$ cat src/design/sorted_priority_queue_macros.svh
// Assertion macros shared by the sorted priority queue modules.
// Each file that asserts includes this header; defining NO_ASSERTIONS empties the macros.
`ifndef SORTED_PRIORITY_QUEUE_MACROS_SVH
`define SORTED_PRIORITY_QUEUE_MACROS_SVH
`ifndef NO_ASSERTIONS
`define SPQ_ASSERT_IMP(label, ante, cons, msg) \
  label: assert property (@(posedge clk_i) disable iff (!rst_ni) (ante) |-> (cons)) \
    else $error(msg);
`define SPQ_ASSERT_NXT(label, ante, cons, msg) \
  label: assert property (@(posedge clk_i) disable iff (!rst_ni) (ante) |=> (cons)) \
    else $error(msg);
`else
`define SPQ_ASSERT_IMP(label, ante, cons, msg)
`define SPQ_ASSERT_NXT(label, ante, cons, msg)
`endif
`endif

$ cat src/design/spq_pkg.sv
// Shared types and codes for the sorted priority queue.
// Used by the top level and the output register; depends on nothing.
package spq_pkg;

  typedef enum logic [2:0] {
    OP_PUSH   = 3'd0,
    OP_INSERT = 3'd1,
    OP_POP    = 3'd2,
    OP_PEEK   = 3'd3,
    OP_SORT   = 3'd4,
    OP_READ   = 3'd5
  } op_e;

  typedef enum logic [1:0] {
    ST_OK    = 2'd0,
    ST_FULL  = 2'd1,
    ST_EMPTY = 2'd2,
    ST_RANGE = 2'd3
  } status_e;

  typedef struct packed {
    logic [31:0] data;
    status_e     status;
    logic        is_empty;
  } res_t;

endpackage

$ cat src/design/spq_ram.sv
// Generic single-clock RAM with one write port and one registered read port.
// No dependencies; contents are undefined until written.
module spq_ram #(
  parameter int WIDTH = 32,
  parameter int DEPTH = 16,
  localparam int AW = $clog2(DEPTH)
) (
  input  logic             clk_i,
  input  logic             we_i,
  input  logic [AW-1:0]    waddr_i,
  input  logic [WIDTH-1:0] wdata_i,
  input  logic             re_i,
  input  logic [AW-1:0]    raddr_i,
  output logic [WIDTH-1:0] rdata_o
);

  logic [WIDTH-1:0] mem [DEPTH];
  logic [WIDTH-1:0] rdata_q;

  always_ff @(posedge clk_i) begin
    if (we_i) begin
      mem[waddr_i] <= wdata_i;
    end
    if (re_i) begin
      rdata_q <= mem[raddr_i];
    end
  end

  assign rdata_o = rdata_q;

endmodule

$ cat src/design/spq_out.sv
// Output register of the sorted priority queue, holding one result request.
// Depends on spq_pkg and the assertion macro header.
`include "sorted_priority_queue_macros.svh"
module spq_out #(
  parameter int CW = 5
) (
  input  logic                clk_i,
  input  logic                rst_ni,
  input  logic                load_i,
  input  spq_pkg::res_t       res_i,
  input  logic [CW-1:0]       len_i,
  output logic                free_o,
  output logic                valid_o,
  input  logic                stall_i,
  output logic signed [31:0]  data_o,
  output logic [CW-1:0]       length_o,
  output logic                is_empty_o,
  output logic [1:0]          status_o
);
  import spq_pkg::*;

  logic          valid_q, valid_d;
  res_t          res_q;
  logic [CW-1:0] len_q;

  assign free_o  = !valid_q || !stall_i;
  assign valid_d = load_i || (valid_q && stall_i);

  always_ff @(posedge clk_i or negedge rst_ni) begin
    if (!rst_ni) begin
      valid_q <= 1'b0;
    end else begin
      valid_q <= valid_d;
    end
  end

  always_ff @(posedge clk_i) begin
    if (load_i) begin
      res_q <= res_i;
      len_q <= len_i;
    end
  end

  assign valid_o    = valid_q;
  assign data_o     = res_q.data;
  assign length_o   = len_q;
  assign is_empty_o = res_q.is_empty;
  assign status_o   = res_q.status;

  `SPQ_ASSERT_IMP(a_load_free, load_i, !valid_q || !stall_i, "result loaded over a held result")

endmodule

$ cat src/design/sorted_priority_queue.sv
// Push, pop, unused codes and flagged requests: result loaded into the output register on
// acceptance, next request taken once that register is free. Peek and read position: through the
// read state. Priority insert at position p of n entries: scan up to p, then shift down to p,
// then write. Sort of n entries: n - 1 passes. The steps follow from the single read/write port
// of the entry memory. Reset clears count, ring base and sequencer; the memory is not cleared.
`include "sorted_priority_queue_macros.svh"
module sorted_priority_queue #(
  parameter int DEPTH = 16,
  parameter int DATA_WIDTH = 32,
  localparam int CW = $clog2(DEPTH + 1)
) (
  input  logic               clk_i,
  input  logic               rst_ni,
  input  logic               valid_i,
  output logic               stall_o,
  input  logic [2:0]         op_i,
  input  logic signed [31:0] value_i,
  input  logic [3:0]         index_i,
  output logic               valid_o,
  input  logic               stall_i,
  output logic signed [31:0] data_o,
  output logic [CW-1:0]      length_o,
  output logic               is_empty_o,
  output logic [1:0]         status_o
);
  import spq_pkg::*;

  localparam int AW = $clog2(DEPTH);
  localparam int IW = (CW > 4) ? CW : 4;

  localparam logic [2:0] S_IDLE  = 3'd0;
  localparam logic [2:0] S_RD    = 3'd1;
  localparam logic [2:0] S_SCAN  = 3'd2;
  localparam logic [2:0] S_SHIFT = 3'd3;
  localparam logic [2:0] S_PUT   = 3'd4;
  localparam logic [2:0] S_SORT  = 3'd5;
  localparam logic [2:0] S_SFIN  = 3'd6;

  logic [2:0]            state_q, state_d;
  logic [CW-1:0]         count_q, count_d;
  logic [AW-1:0]         base_q, base_d;
  logic [CW-1:0]         pass_q, pass_d;
  logic [AW-1:0]         sk_q, sk_d;
  logic [AW-1:0]         pos_q, pos_d;
  logic [DATA_WIDTH-1:0] val_q, val_d;
  logic [DATA_WIDTH-1:0] carry_q, carry_d;

  logic                  ram_we, ram_re;
  logic [AW-1:0]         ram_waddr, ram_raddr;
  logic [DATA_WIDTH-1:0] ram_wdata, ram_rdata;

  logic                  out_load, out_free;
  res_t                  out_res;

  logic                  in_acc, full;
  logic [AW-1:0]         cnt_m1;
  logic [DATA_WIDTH-1:0] val_in;

  function automatic logic [AW-1:0] phys(input logic [AW-1:0] base, input logic [AW-1:0] off);
    logic [AW:0] s;
    s = {1'b0, base} + {1'b0, off};
    if (s >= (AW + 1)'(DEPTH)) begin
      s = s - (AW + 1)'(DEPTH);
    end
    return s[AW-1:0];
  endfunction

  function automatic logic less(input logic [DATA_WIDTH-1:0] a, input logic [DATA_WIDTH-1:0] b);
    return $signed(a) < $signed(b);
  endfunction

  assign stall_o = (state_q != S_IDLE) || !out_free;
  assign in_acc  = valid_i && !stall_o;
  assign full    = (count_q == CW'(DEPTH));
  assign cnt_m1  = AW'(count_q - 1'b1);
  assign val_in  = DATA_WIDTH'($unsigned(value_i));

  always_comb begin
    state_d   = state_q;
    count_d   = count_q;
    base_d    = base_q;
    pass_d    = pass_q;
    sk_d      = sk_q;
    pos_d     = pos_q;
    val_d     = val_q;
    carry_d   = carry_q;
    ram_we    = 1'b0;
    ram_re    = 1'b0;
    ram_waddr = '0;
    ram_raddr = '0;
    ram_wdata = val_q;
    out_load  = 1'b0;
    out_res   = '{data: '0, status: ST_OK, is_empty: 1'b0};

    unique case (state_q)
      S_IDLE: begin
        if (in_acc) begin
          val_d = val_in;
          unique case (op_e'(op_i))
            OP_PUSH: begin
              out_load = 1'b1;
              if (full) begin
                out_res.status = ST_FULL;
              end else begin
                base_d    = (base_q == '0) ? AW'(DEPTH - 1) : AW'(base_q - 1'b1);
                ram_we    = 1'b1;
                ram_waddr = base_d;
                ram_wdata = val_in;
                count_d   = count_q + 1'b1;
              end
            end
            OP_INSERT: begin
              if (full) begin
                out_load       = 1'b1;
                out_res.status = ST_FULL;
              end else if (count_q == '0) begin
                pos_d   = '0;
                state_d = S_PUT;
              end else begin
                ram_re    = 1'b1;
                ram_raddr = base_q;
                sk_d      = '0;
                state_d   = S_SCAN;
              end
            end
            OP_POP: begin
              out_load = 1'b1;
              if (count_q == '0) begin
                out_res.status = ST_EMPTY;
              end else begin
                count_d = count_q - 1'b1;
              end
            end
            OP_PEEK: begin
              if (count_q == '0) begin
                out_load       = 1'b1;
                out_res.status = ST_EMPTY;
              end else begin
                ram_re    = 1'b1;
                ram_raddr = phys(base_q, cnt_m1);
                state_d   = S_RD;
              end
            end
            OP_SORT: begin
              if (count_q < CW'(2)) begin
                out_load = 1'b1;
              end else begin
                ram_re    = 1'b1;
                ram_raddr = base_q;
                sk_d      = '0;
                pass_d    = count_q - 1'b1;
                state_d   = S_SORT;
              end
            end
            OP_READ: begin
              if (IW'(index_i) >= IW'(count_q)) begin
                out_load       = 1'b1;
                out_res.status = ST_RANGE;
              end else begin
                ram_re    = 1'b1;
                ram_raddr = phys(base_q, AW'(index_i));
                state_d   = S_RD;
              end
            end
            default: begin
              out_load = 1'b1;
            end
          endcase
        end
      end
      S_RD: begin
        out_load     = 1'b1;
        out_res.data = 32'(ram_rdata);
        state_d      = S_IDLE;
      end
      S_SCAN: begin
        if (less(ram_rdata, val_q)) begin
          pos_d     = sk_q;
          ram_re    = 1'b1;
          ram_raddr = phys(base_q, cnt_m1);
          sk_d      = cnt_m1;
          state_d   = S_SHIFT;
        end else if (CW'(sk_q) + 1'b1 == count_q) begin
          pos_d   = AW'(count_q);
          state_d = S_PUT;
        end else begin
          ram_re    = 1'b1;
          ram_raddr = phys(base_q, AW'(sk_q + 1'b1));
          sk_d      = AW'(sk_q + 1'b1);
        end
      end
      S_SHIFT: begin
        ram_we    = 1'b1;
        ram_waddr = phys(base_q, AW'(sk_q + 1'b1));
        ram_wdata = ram_rdata;
        if (sk_q == pos_q) begin
          state_d = S_PUT;
        end else begin
          ram_re    = 1'b1;
          ram_raddr = phys(base_q, AW'(sk_q - 1'b1));
          sk_d      = AW'(sk_q - 1'b1);
        end
      end
      S_PUT: begin
        ram_we    = 1'b1;
        ram_waddr = phys(base_q, pos_q);
        ram_wdata = val_q;
        count_d   = count_q + 1'b1;
        out_load  = 1'b1;
        state_d   = S_IDLE;
      end
      S_SORT: begin
        if (sk_q == '0) begin
          carry_d = ram_rdata;
        end else begin
          ram_we    = 1'b1;
          ram_waddr = phys(base_q, AW'(sk_q - 1'b1));
          if (less(carry_q, ram_rdata)) begin
            ram_wdata = ram_rdata;
          end else begin
            ram_wdata = carry_q;
            carry_d   = ram_rdata;
          end
        end
        if (sk_q == cnt_m1) begin
          state_d = S_SFIN;
        end else begin
          ram_re    = 1'b1;
          ram_raddr = phys(base_q, AW'(sk_q + 1'b1));
          sk_d      = AW'(sk_q + 1'b1);
        end
      end
      S_SFIN: begin
        ram_we    = 1'b1;
        ram_waddr = phys(base_q, cnt_m1);
        ram_wdata = carry_q;
        if (pass_q == CW'(1)) begin
          out_load = 1'b1;
          state_d  = S_IDLE;
        end else begin
          pass_d    = pass_q - 1'b1;
          ram_re    = 1'b1;
          ram_raddr = base_q;
          sk_d      = '0;
          state_d   = S_SORT;
        end
      end
      default: begin
        state_d = S_IDLE;
      end
    endcase

    out_res.is_empty = (count_d == '0);
  end

  always_ff @(posedge clk_i or negedge rst_ni) begin
    if (!rst_ni) begin
      state_q <= S_IDLE;
      count_q <= '0;
      base_q  <= '0;
      pass_q  <= '0;
    end else begin
      state_q <= state_d;
      count_q <= count_d;
      base_q  <= base_d;
      pass_q  <= pass_d;
    end
  end

  always_ff @(posedge clk_i) begin
    sk_q    <= sk_d;
    pos_q   <= pos_d;
    val_q   <= val_d;
    carry_q <= carry_d;
  end

  spq_ram #(
    .WIDTH (DATA_WIDTH),
    .DEPTH (DEPTH)
  ) u_ram (
    .clk_i   (clk_i),
    .we_i    (ram_we),
    .waddr_i (ram_waddr),
    .wdata_i (ram_wdata),
    .re_i    (ram_re),
    .raddr_i (ram_raddr),
    .rdata_o (ram_rdata)
  );

  spq_out #(
    .CW (CW)
  ) u_out (
    .clk_i      (clk_i),
    .rst_ni     (rst_ni),
    .load_i     (out_load),
    .res_i      (out_res),
    .len_i      (count_d),
    .free_o     (out_free),
    .valid_o    (valid_o),
    .stall_i    (stall_i),
    .data_o     (data_o),
    .length_o   (length_o),
    .is_empty_o (is_empty_o),
    .status_o   (status_o)
  );

  `SPQ_ASSERT_IMP(a_count_bound, 1'b1, count_q <= CW'(DEPTH), "entry count exceeds depth")
  `SPQ_ASSERT_IMP(a_rw_apart, ram_we && ram_re, ram_waddr != ram_raddr, "read and write collide")
  `SPQ_ASSERT_IMP(a_base_push, base_q != $past(base_q), count_q == $past(count_q) + 1'b1, "base moved without a push")
  `SPQ_ASSERT_NXT(a_pop_count, in_acc && op_i == OP_POP && count_q != '0, count_q == $past(count_q) - 1'b1, "pop did not shorten the queue")
  `SPQ_ASSERT_IMP(a_sort_pass, state_q == S_SORT || state_q == S_SFIN, pass_q != '0, "sort running with no pass left")

endmodule
$ cat config.mk
export PLATFORM = sky130hd
export DESIGN_NAME = sorted_priority_queue
export DESIGN_NICKNAME = d
export VERILOG_FILES = /design/src/design/spq_pkg.sv /design/src/design/spq_ram.sv /design/src/design/spq_out.sv /design/src/design/sorted_priority_queue.sv
export VERILOG_INCLUDE_DIRS = /design/src /design/src/design
export SDC_FILE = /design/constraint.sdc
export NUM_CORES = 1
export LEC_CHECK = 0
export ABC_AREA = 0
export CAP_MARGIN = 20
export CORE_ASPECT_RATIO = 0.7
export CORE_MARGIN = 5
export CORE_UTILIZATION = 57
export DETAILED_ROUTE_END_ITERATION = 6
export DONT_BUFFER_PORTS = 1
export PLACE_DENSITY = 0.74
export SETUP_SLACK_MARGIN = 0.1
export SYNTH_ARGS = -nofsm -noshare
export SYNTH_HDL_FRONTEND = slang
export SYNTH_HIERARCHICAL = 1
export SYNTH_SLANG_ARGS = --single-unit
$ cat constraint.sdc
create_clock -name clk_i -period 5.85 [get_ports clk_i]
set_clock_uncertainty 0.15 [all_clocks]
set_input_delay 0.2925 -clock clk_i [delete_from_list [all_inputs] [get_ports clk_i]]
set_output_delay 0.2925 -clock clk_i [all_outputs]
set_load 0.05 [all_outputs]
# Word-level counts from Yosys, hierarchy flattened
# Memory sizes are Yosys's and may differ from the RTL's. A register that Yosys moved wholly into a read port is not among the register bits.
# Cells that the tools add are included.
# op_classes
eq_ne	37
reduce_logical	30
mux	104
bitwise_logic	1
n_addsub	17
order_cmp	9
# op_table
op	n
$mux 32	7
$mux 4	36
$pmux 32 s4	1
$lt 32x32->1	2
$pmux 4 s5	3
$mux 5	7
$mux 3	11
$pmux 5 s2	3
$sub 4x1->4 const B	7
$add 4x4->5	5
$ge 5x5->1 const B	5
$mux 1	23
$ne 3x3->1 const B	7
$ne 2x2->1 const B	10
$pmux 4 s2	2
$pmux 4 s4	1
$eq 3x3->1 const B	5
$pmux 3 s5	1
$eq 3x2->1 const B	4
$pmux 3 s4	1
$logic_not 5->1	2
$reduce_and 10->1	1
$sub 5x1->5 const B	2
$reduce_and 9->1	1
33 further kinds	51
# totals
mem_count	1
ram_bits	512
elab_cells	212
output_inout_bits	42
regBits	130
in_bits	43
# memory_table
memory	words	width	read_ports	rd_ports_with_merged_regs	wr	line	text
u_ram.mem	16	32	1	1	1	spq_ram.sv:17	logic [WIDTH-1:0] mem [DEPTH];

# Logic depth before layout (Yosys ltp)
# logic_depth
depth_word	10
ltp_mapped	17
mapped_depth_nobuf	14

# By module
# Netlist, hierarchy kept.
# by_module_without_submodules
mod	cells_each	area_per_inst_um2	n_inst	seq_area_each_um2
spq_ram	838	20174.3	1	16335.7
sorted_priority_queue	892	7978.9	1	2587.5
spq_out	43	1237.4	1	1226.2

# Least setup slack after synthesis
# Ideal clock, no wire load.
# synth_path
kind	reg-to-reg
start	register count_q[0]
end	memory u_ram.mem[0][0] (enable)
path_stages_with_launch	14
required_ns	5.239
n_path_buf	1
setup_slack_ns	0.196
t_arrival_ns	5.043
setup_time_ns	0.461
synth_period_minus_slack_ns	5.654
path_cell_list	dfrtp_1 buf_2 inv_1 ha_1 inv_1 ha_1 a21o_1 a21oi_1 xnor2_1 xnor2_1 a221oi_1 o21ai_0 or3b_2 nor3_1
# synth_between
elab_cells_between_ends	16
classes_between	add/sub (3); order compare (1); eq/ne (1); mux (11)
# synth_lines
item	line	text
start: declaration	sorted_priority_queue.sv:40	logic [CW-1:0] count_q, count_d;
start signal: assignment	sorted_priority_queue.sv:264	count_q <= count_d;
$sub 5x1->5 / $eq 5x5->1 (equally long branches)	-	
$add 4x4->5 / $mux 4 (equally long branches)	sorted_priority_queue.sv:61, sorted_priority_queue.sv:102	
$sub 4x1->4, or another cell as far along	sorted_priority_queue.sv:63	s = s - (AW + 1)'(DEPTH);
$mux 4, on equally long branches	sorted_priority_queue.sv:62, sorted_priority_queue.sv:97	
$pmux 4 s5 *	sorted_priority_queue.sv:95	unique case (state_q)
net ram_waddr[3]	sorted_priority_queue.sv:49	logic [AW-1:0] ram_waddr, ram_raddr;
end: declaration	spq_ram.sv:17	
# Mark *: on every way through the listed nets, which the timed path passes. The rest lies on a longest branch.

# Worst setup path in the final report
# layout_path
start	register count_q[1]
end	register u_ram.rdata_q[12], in the netlist u_ram/rdata_o[12], read port of u_ram.mem, data pin
# layout_between
elab_chain_cells	8
elab_cells_between_ends	32
classes_between	add/sub (3); order compare (3); eq/ne (3); mux (22); reduce/logical (1)
# layout_lines
item	line	text
$sub 5x1->5	-	
$add 4x4->5	sorted_priority_queue.sv:61	s = {1'b0, base} + {1'b0, off};
$sub 4x1->4 / $ge 5x5->1 (equally long branches)	sorted_priority_queue.sv:63, sorted_priority_queue.sv:62	
$mux 4	sorted_priority_queue.sv:62	if (s >= (AW + 1)'(DEPTH)) begin
$mux 4	sorted_priority_queue.sv:135	if (count_q == '0) begin
$pmux 4 s4	sorted_priority_queue.sv:99	unique case (op_e'(op_i))
$mux 4	sorted_priority_queue.sv:97	if (in_acc) begin
$pmux 4 s5 *	sorted_priority_queue.sv:95	
net ram_raddr[3]	sorted_priority_queue.sv:49	
end: declaration	spq_ram.sv:18	logic [WIDTH-1:0] rdata_q;
# Marks and branches as above.
# A chain may end at the register's enable or synchronous reset.

==> run metrics <==
most common cell after layout, fill and taps aside=edfxtp_1; multi-input logic area=8640 um2; largest net degree at the start of global routing=55; top-area cell type share of the netlist area=0.670; critical path class=flop to flop; Area growth syn-to-layout=12.4%; first-pass GRT wire length=115 mm; Min Hold Slack=0.0221 ns; Synth Area per Inst=16.6 um2; syn_nets=1910; worst slew pin tran=0.972 ns; post-route ant nets=0; vias=17600; final hold vios=0; initial DRC count=3137; yosys warns=6; clk_lat worst skew=0.63 ns; initial antenna violation count=5; commonest cells after routing, fill and taps aside=edfxtp_1, nand2_1, mux4_2; M2 GR Usage=0.400; register area share after synthesis=0.686; Die W=281 um; Post-Synth Simple-Gate Area=0.0526; placed cells=2407; M3 GR Usage=0.0838; vias per inst=6.87; gpl congestion=0.920; area share of xor/xnor cells in the synthesized design=0.0107; #FFs+latches synth=674; Primary FF master, synth=edfxtp_1; Power Density=643 nW/um2; status=finished, violations left; leak pwr=11.3 nW; Setup Viol. Count Final=0; unrepaired setup endpoints after global routing=false; multiplexer share of the synthesized area=0.101; Design Power=21.2 mW; ys async rst share=0.0267; PnR worst setup slack=0.608 ns; final layout net count=1973; CP required=6.10 ns; EDFF count, synth=656; setup bufs post-CTS=0; post-route setup TNS=0 ns; number of fill cells=3383; hpwl dp=47.7 mm; Yosys cell types=75; initial core utilization=0.578; post-layout util=0.650; Chip Height=200 um; TritonCTS Sinks=674; largest family of logic cells by synthesized area=multiplexers; clock buffer depth=3; CP arrival=5.50 ns; mapped cell area=29400 um2; Slew headroom=0.350; post-route cell area=33000 um2; Synth Area in Compound Gates=0.0819; register area=20200 um2; max frequency=0.191 GHz; number of global-route vias before repair=17400; failing checks=design-rule violations; Worst Setup Start Kind=flop; Setup crit end kind=flop; HP Class=input pin to flop; largest cells by area after synthesis=edfxtp_1, mux4_2, ha_1, nand2_1, a22oi_1; cts repair resizes=0; Die ar.=56300 um2; CTS Hold Bufs=39; overflow left after global routing=0; ratio of final minimum period to clock period=0.896; Avg WL per Cell=30.6 um; GRT Total Usage=0.277; num rows=69; core area=50900 um2; Max VDD drop=434 uV; CTS tree=done; # IOs=85; final wirelength=78.3 mm; CTS Buf Count=59; input/output buffers=0; pre-CTS setup slack=0.765 ns; Min-Delay Path Depth=2; share of cells above drive strength 1=0.173; Tmin final=5.24 ns; htree depth=2; post-synth top area cell=edfxtp_1; max-slew violations=0; global routing's busiest layer=met1; Max FO, Critical Path=19; DP Area=30500 um2; clock-pin slew on the worst setup and hold paths=0.07 ns; Pre-antenna DRT Iters=7; CTS Root Cell=clkbuf_16; met1 global-route usage=0.426; DRC=1; Post-Layout Cell Count=2562; Max Cap Viol=0; Gate Count Post-Synth=1773; Adder-Cell Fraction of Synth Area=0.0413; Worst Reg-to-Reg Cells=14
-- flip-flops by register name (all words and copies together), names as in the netlist, 5 cells and up --
name,flops
carry_q,32
pass_q,5
u_out/length_o,5
u_ram/mem,512
u_out/data_o,32
u_ram/rdata_o,32
val_q,32
count_q,5
-- area by class of cell --
| cell class | count | share of cell area |
|---|---|---|
| inverters | 92 | 0.0105 |
| flip-flops and latches | 674 | 0.610 |
| multi-input cells | 915 | 0.262 |
| repair buffers | 94 | 0.0295 |
| diodes | 1 | 0.0000757 |
| clock inverters | 48 | 0.0177 |
| clock buffers | 64 | 0.0453 |
| well taps | 674 | 0.0255 |
-- kinds of logic (layout without fill, tap and decap cells) --
kind of cell | count (synthesis) | count (layout)
AND/OR/NAND/NOR | 327 | 327
AO/OA/AOI/OAI | 322 | 322
adder cells (fa/ha/maj) | 94 | 94
XOR/XNOR | 36 | 36
other | 0 | 1
multiplexers | 136 | 136
flip-flops | 674 | 674
buffers and inverters | 184 | 298
-- metal layers --
metal | part of all wire | routed length, um
met1 | 0.40 | 31600
met2 | 0.43 | 33600
met5 | 0 | 0
met4 | 0.020 | 1560
met3 | 0.15 | 11500
-- synthesized netlist by cell type (25+ instances only) --
master / number
o21ai_0: 34
a22oi_1: 69
nand2_1: 139
ha_1: 89
nor2_1: 53
a21oi_1: 56
clkbuf_1: 38
inv_1: 89
a221o_1: 35
mux4_2: 128
buf_2: 25
edfxtp_1: 656
a222oi_1: 32
nor3_1: 51
-- worst max-delay path: stages, from the launching register on --
cell and delay (ns):
dfrtp_1 0.50, inv_1 0.26, ha_1 0.32, xor2_1 0.60, ha_1 0.38, a21oi_1 0.16
xnor2_1 0.16, xnor2_1 0.14, a222oi_1 0.25, a21boi_0 0.25, o221ai_1 0.36, nor2_4 0.76
buf_4 0.30, a22oi_1 0.11, nand2_1 0.32
-- path summary, 6_finish.rpt --
check / start / endpoint / slack [ns]
worst max-delay path: count_q[1]$_DFF_PN0_ / u_ram/rdata_o[12]$_DFFE_PP_ / 0.61
worst min-delay path: op_i[2] / count_q[3]$_DFF_PN0_ / 0.02
worst max register to register: count_q[1]$_DFF_PN0_ / u_ram/rdata_o[12]$_DFFE_PP_ / 0.61
worst min register to register: pass_q[0]$_DFFE_PN0P_ / pass_q[0]$_DFFE_PN0P_ / 0.39
max in group asynchronous: rst_ni / state_q[1]$_DFFE_PN0P_ / 4.60
min in group asynchronous: rst_ni / state_q[2]$_DFFE_PN0P_ / 0.46
-- power breakdown --
part / internal [mW] / switching [mW]
Combinational: 3.43 / 5.59
Sequential: 6.94 / 1.07
Clock: 2.39 / 1.81
(Power assumes the default switching activity.)
